### config.mk
export PLATFORM = sky130hd
export DESIGN_NAME = hba_ctrl
export DESIGN_NICKNAME = d
export VERILOG_FILES = /design/src/sv/histogram_bin_accumulator_macros.svh /design/src/sv/hba_pkg.sv /design/src/sv/hba_ctrl.sv
export SDC_FILE = /design/constraint.sdc
export NUM_CORES = 1
export LEC_CHECK = 0
export ABC_AREA = 1
export BUFFER_PORTS_ARGS = -buffer_cell sky130_fd_sc_hd__buf_2
export CORE_AREA = 5 5 44 46
export CTS_BUF_LIST = sky130_fd_sc_hd__clkbuf_16
export DETAILED_ROUTE_END_ITERATION = 10
export DIE_AREA = 0 0 49 51
export HOLD_SLACK_MARGIN = 0.12
export SLEW_MARGIN = 20
export SYNTH_ARGS = -nofsm -noshare
export SYNTH_HDL_FRONTEND = slang
export SYNTH_SLANG_ARGS = --single-unit
### constraint.sdc
create_clock -name i_clk -period 3 [get_ports i_clk]
set_clock_uncertainty 0.05 [all_clocks]
set_input_delay 0.15 -clock i_clk [delete_from_list [all_inputs] [get_ports i_clk]]
set_output_delay 0.15 -clock i_clk [all_outputs]
set_load 0.01 [all_outputs]
### src/sv/histogram_bin_accumulator_macros.svh
// Assertion macros used by the histogram datapath module.
`ifndef HISTOGRAM_BIN_ACCUMULATOR_MACROS_SVH
`define HISTOGRAM_BIN_ACCUMULATOR_MACROS_SVH

`ifndef SYNTHESIS

// Same-cycle implication.
`define HBA_ASSERT_IMP(lbl, ante, cons, msg) \
    lbl: assert property (@(posedge i_clk) disable iff (!i_rst_n) (ante) |-> (cons)) \
        else $error(msg);

// Next-cycle implication.
`define HBA_ASSERT_NXT(lbl, ante, cons, msg) \
    lbl: assert property (@(posedge i_clk) disable iff (!i_rst_n) (ante) |=> (cons)) \
        else $error(msg);

`else

`define HBA_ASSERT_IMP(lbl, ante, cons, msg)
`define HBA_ASSERT_NXT(lbl, ante, cons, msg)

`endif

`endif

### src/sv/hba_pkg.sv
`timescale 1ns / 1ps

package hba_pkg;

    localparam logic [1:0] FN_ADD    = 2'd0;
    localparam logic [1:0] FN_REMOVE = 2'd1;
    localparam logic [1:0] FN_PEAK   = 2'd2;
    localparam logic [1:0] FN_DUMP   = 2'd3;

    localparam logic [1:0] CFG_RANGE_LOW  = 2'd0;
    localparam logic [1:0] CFG_RANGE_HIGH = 2'd1;
    localparam logic [1:0] CFG_BIN_SCALE  = 2'd2;
    localparam logic [1:0] CFG_BIN_WIDTH  = 2'd3;

    typedef struct packed {
        logic load_in;
        logic ctr_clr;
        logic ctr_inc;
        logic rmw_rd;
        logic wr_bin;
        logic scan_cmp;
        logic sel_best;
        logic out_load;
        logic out_last;
    } t_cmd;

    typedef struct packed {
        logic in_range;
        logic ctr_last;
        logic out_free;
    } t_sts;

endpackage

### src/sv/hba_ctrl.sv
`timescale 1ns / 1ps

module hba_ctrl
    import hba_pkg::*;
(
    input  logic       i_clk,
    input  logic       i_rst_n,
    input  logic       i_in_valid,
    input  logic [1:0] i_func,
    output logic       o_in_stall,
    input  t_sts       i_sts,
    output t_cmd       o_cmd
);

    typedef enum logic [3:0] {
        S_IDLE,
        S_MUL,
        S_RD,
        S_WR,
        S_PRD,
        S_PCMP,
        S_PMUL,
        S_POUT,
        S_DRD,
        S_DOUT
    } t_state;

    t_state r_state;
    t_state n_state;

    always_comb begin
        o_cmd   = '0;
        n_state = r_state;
        unique case (r_state)
            S_IDLE: begin
                if (i_in_valid) begin
                    o_cmd.load_in = 1'b1;
                    o_cmd.ctr_clr = 1'b1;
                    unique case (i_func) inside
                        FN_ADD, FN_REMOVE: n_state = S_MUL;
                        FN_PEAK:           n_state = S_PRD;
                        FN_DUMP:           n_state = S_DRD;
                        default:           n_state = S_IDLE;
                    endcase
                end
            end
            S_MUL: begin
                n_state = S_RD;
            end
            S_RD: begin
                o_cmd.rmw_rd = 1'b1;
                n_state      = i_sts.in_range ? S_WR : S_IDLE;
            end
            S_WR: begin
                o_cmd.wr_bin = 1'b1;
                n_state      = S_IDLE;
            end
            S_PRD: begin
                n_state = S_PCMP;
            end
            S_PCMP: begin
                o_cmd.scan_cmp = 1'b1;
                if (i_sts.ctr_last) begin
                    n_state = S_PMUL;
                end else begin
                    o_cmd.ctr_inc = 1'b1;
                    n_state       = S_PRD;
                end
            end
            S_PMUL: begin
                o_cmd.sel_best = 1'b1;
                n_state        = S_POUT;
            end
            S_POUT: begin
                o_cmd.sel_best = 1'b1;
                if (i_sts.out_free) begin
                    o_cmd.out_load = 1'b1;
                    o_cmd.out_last = 1'b1;
                    n_state        = S_IDLE;
                end
            end
            S_DRD: begin
                n_state = S_DOUT;
            end
            S_DOUT: begin
                if (i_sts.out_free) begin
                    o_cmd.out_load = 1'b1;
                    o_cmd.out_last = i_sts.ctr_last;
                    if (i_sts.ctr_last) begin
                        n_state = S_IDLE;
                    end else begin
                        o_cmd.ctr_inc = 1'b1;
                        n_state       = S_DRD;
                    end
                end
            end
            default: n_state = S_IDLE;
        endcase
    end

    always_ff @(posedge i_clk) begin
        if (!i_rst_n) begin
            r_state <= S_IDLE;
        end else begin
            r_state <= n_state;
        end
    end

    // no transfer while reset is held
    assign o_in_stall = !i_rst_n || (r_state != S_IDLE);

endmodule

==> impl_metrics.yaml <==
outcome:
  status: "completed"
timing:
  setup_tns_ns: 0
  relSlewSlack_pct: 79.4
  worst_pin_slew_ns: 0.308
  hold_viol_final: 0
  finalMaxSlewViolations: 0
  setup_violations: 0
  timing.final.crit_share_pct: 53.1
  rsz0062_at_grt: "false"
  setup_slack_ns: 1.41
  max_freq_mhz: 628
  fin_crit_ns: 1.59
cts:
  cts.sinks: 4
  clk_pin_slew_ns: 0.03
  cts_max_level: 1
  cts-root-buf: "clkbuf_16"
  clk_latency_ns: 0.22
  cts_made_buffers: 3
  cts_buffer_depth: 2
  cts_tree: "yes"
setup_path:
  path_cells: "inv_2 -> nor2_2 -> nand2_2 -> clkinv_2 -> nand2_1 -> o21ai_0 -> buf_2"
  worst-path-buf-inv: 3
  worstSetupEndpointType: "output pin"
  rrSetupSlack_ns: 1.78
  r2r_cells: 7
  critPathLaunchType: "flip-flop"
  slowest_delay_ns: 0.45
  reg2reg_to: "r_state[0]"
  cpMaxStageDelayCell: "dfxtp_1"
  crit_family: "flip-flops"
  cp_max_fo: 5
  worst_ep_arrival_time_ns: 1.39
  path_class: "flip-flop to output pin"
  cp.required_ns: 2.80
  crit_start: "r_state[0]"
  rr_startpoint: "r_state[0]"
power:
  p_total_uw: 445
  power_density_mw_per_mm2: 733
  total_leakage_power_uw: 0.000360
  vdd_drop_max_uv: 514
grt:
  antenna_found_initial: 0
  first_global_vias: 435
  grt_usage_pct: 8.56
  grt_max_degree: 9
  grt_pass1_wl_microns: 1670
  grt-ovfl-total: 0
cells_and_area:
  reg_top3: "r_state (4)"
  design_area_sq_um: 607
  antenna_cells: 0
  drive_gt1_share_pct: 37.5
  largest_register_ff_count: 4
  fillers: 168
  layout.cells.non_filler: 112
  largest-register: "r_state"
  fin_nets: 106
  syn_to_final_growth_pct: 43.1
synth:
  seq_area_frac_synth_pct: 18.9
  synth_commonest_cells: "nand2_1, inv_1, nor2_1, nand3_1, nor2_2"
  syn-num-nets: 84
  syn_avg_cell_area_sq_um: 5.58
  synthMostInstantiatedCell: "nand2_1"
  netlist_area_sq_um: 424
  yosys_warnings: 0
  async_flop_share_pct: 0
  yosys.area.top_type: "dfxtp_1"
  ys_types: 19
  syn_inst: 76
  synth.area.top_cells: "dfxtp_1, nand2_1, inv_1"
  synth_top_area_share_pct: 18.9
  synth-edff-count: 0
  ys_seq_elements: 4
  synthFlopType: "dfxtp_1"
min_path:
  holdPathEnd: "r_state[1]"
  hp-start: "i_sts[1]"
  holdPathStages: 5
  holdCritPathClass: "input port to flip-flop"
routing:
  antenna_left: 0
  vias_per_cell: 4.29
  drt_wl_total_microns: 1030
  drc_errors: 0
  drt_first_pass_iters: 4
  drt-initial-drc-count: 13
  num_vias: 480
  wl_per_cell_microns: 9.23
placement:
  place_area_sq_um: 522
  dp_slack_ns: 1.66
  hpwl_microns: 858
  dp_cells: 108
  place_congestion: 0.845
  io_buffer_count: 17
job:
  cap_violations: 0
floorplan:
  coreArea_sq_mm: 0.00147
  die_area_sq_mm: 0.00250
  io_pins: 18
  fp-row-count: 14
  initial_core_util_pct: 28.8
  die_x_microns: 49
  die-height_microns: 51
-- kinds of logic (layout without fill, tap and decap cells) --
| logic type | count (synthesis) | after routing | share of synthesized area [%] |
|---|---|---|---|
| flops | 4 | 4 | 18.9 |
| buf+inv | 18 | 38 | 17.1 |
| compound gates | 6 | 6 | 8.85 |
| simple gates | 48 | 48 | 55.2 |
-- placed cells by master (no fill, tap or decap) --
cell type	netlist	final
nor2_4	1	1
clkinv_2	1	1
nor3_1	1	1
nor2_2	5	5
a21oi_2	2	2
buf_2	0	17
a21oi_1	3	3
nand4_1	2	2
nand3b_1	1	1
inv_1	13	13
nand3_2	1	1
o21ai_0	1	1
clkinv_1	1	1
inv_2	2	2
nand3_1	6	6
dfxtp_1	4	4
nor2_1	7	7
nand2_1	20	20
nand2_2	4	4
clkbuf_16	0	3
dlygate4sd3_1	0	1
-- worst max-delay path by stage --
stage,endpoint,cells past startpoint
floorplan,o_cmd[0],6
global placement,o_cmd[0],7
CTS,o_cmd[0],7
finish,o_cmd[0],7
detailed placement,o_cmd[0],7
global route,o_cmd[0],7
-- layer usage --
layer / GRT usage (%) / share of wire (%) / wire, microns
met2: 13.5 / 46 / 478
met4: 4.04 / 0 / 0
met5: 0 / 0 / 0
met1: 9.42 / 47 / 488
met3: 4.65 / 6.5 / 67
-- worst register-to-register path: stages, from the launching register on --
cell,delay (ns)
dfxtp_1,0.37
nor2_4,0.23
inv_2,0.04
nor2_1,0.14
nor2_1,0.06
nand3_1,0.07
nand2_1,0.05
a21oi_1,0.14
-- final cells by class --
class                      count  area [sq um]  share of cell area [%]
clock buffer                   3          75.1                    12.4
inverter                      17          65.1                    10.7
multi-input combinational     54           272                    44.7
sequential                     4          80.1                    13.2
tap                           16          20.0                    3.30
timing repair buffer          18          95.1                    15.7
-- per-stage QoR --
step	util (%)	hold slack, ns
floorplan	-	0.198
global placement	35.5	0.347
detailed placement	35.5	0.341
CTS	41.2	0.232
global route	41.2	0.255
finish	41.2	0.230
-- where the power goes --
group / internal [uW] / total, uW / switching, uW / leakage (uW)
logic: 63.4 / 161 / 97.8 / 0.000291
registers: 64.5 / 82.8 / 18.3 / 0.0000327
clock network: 170 / 201 / 31.3 / 0.0000370
-- repair_timing --
action,in CTS,in global routing
hold buffers,1,0
buffers inserted,0,0
endpoints found under the hold margin,1,0
resized for setup,0,0
(Power assumes the default switching activity.)
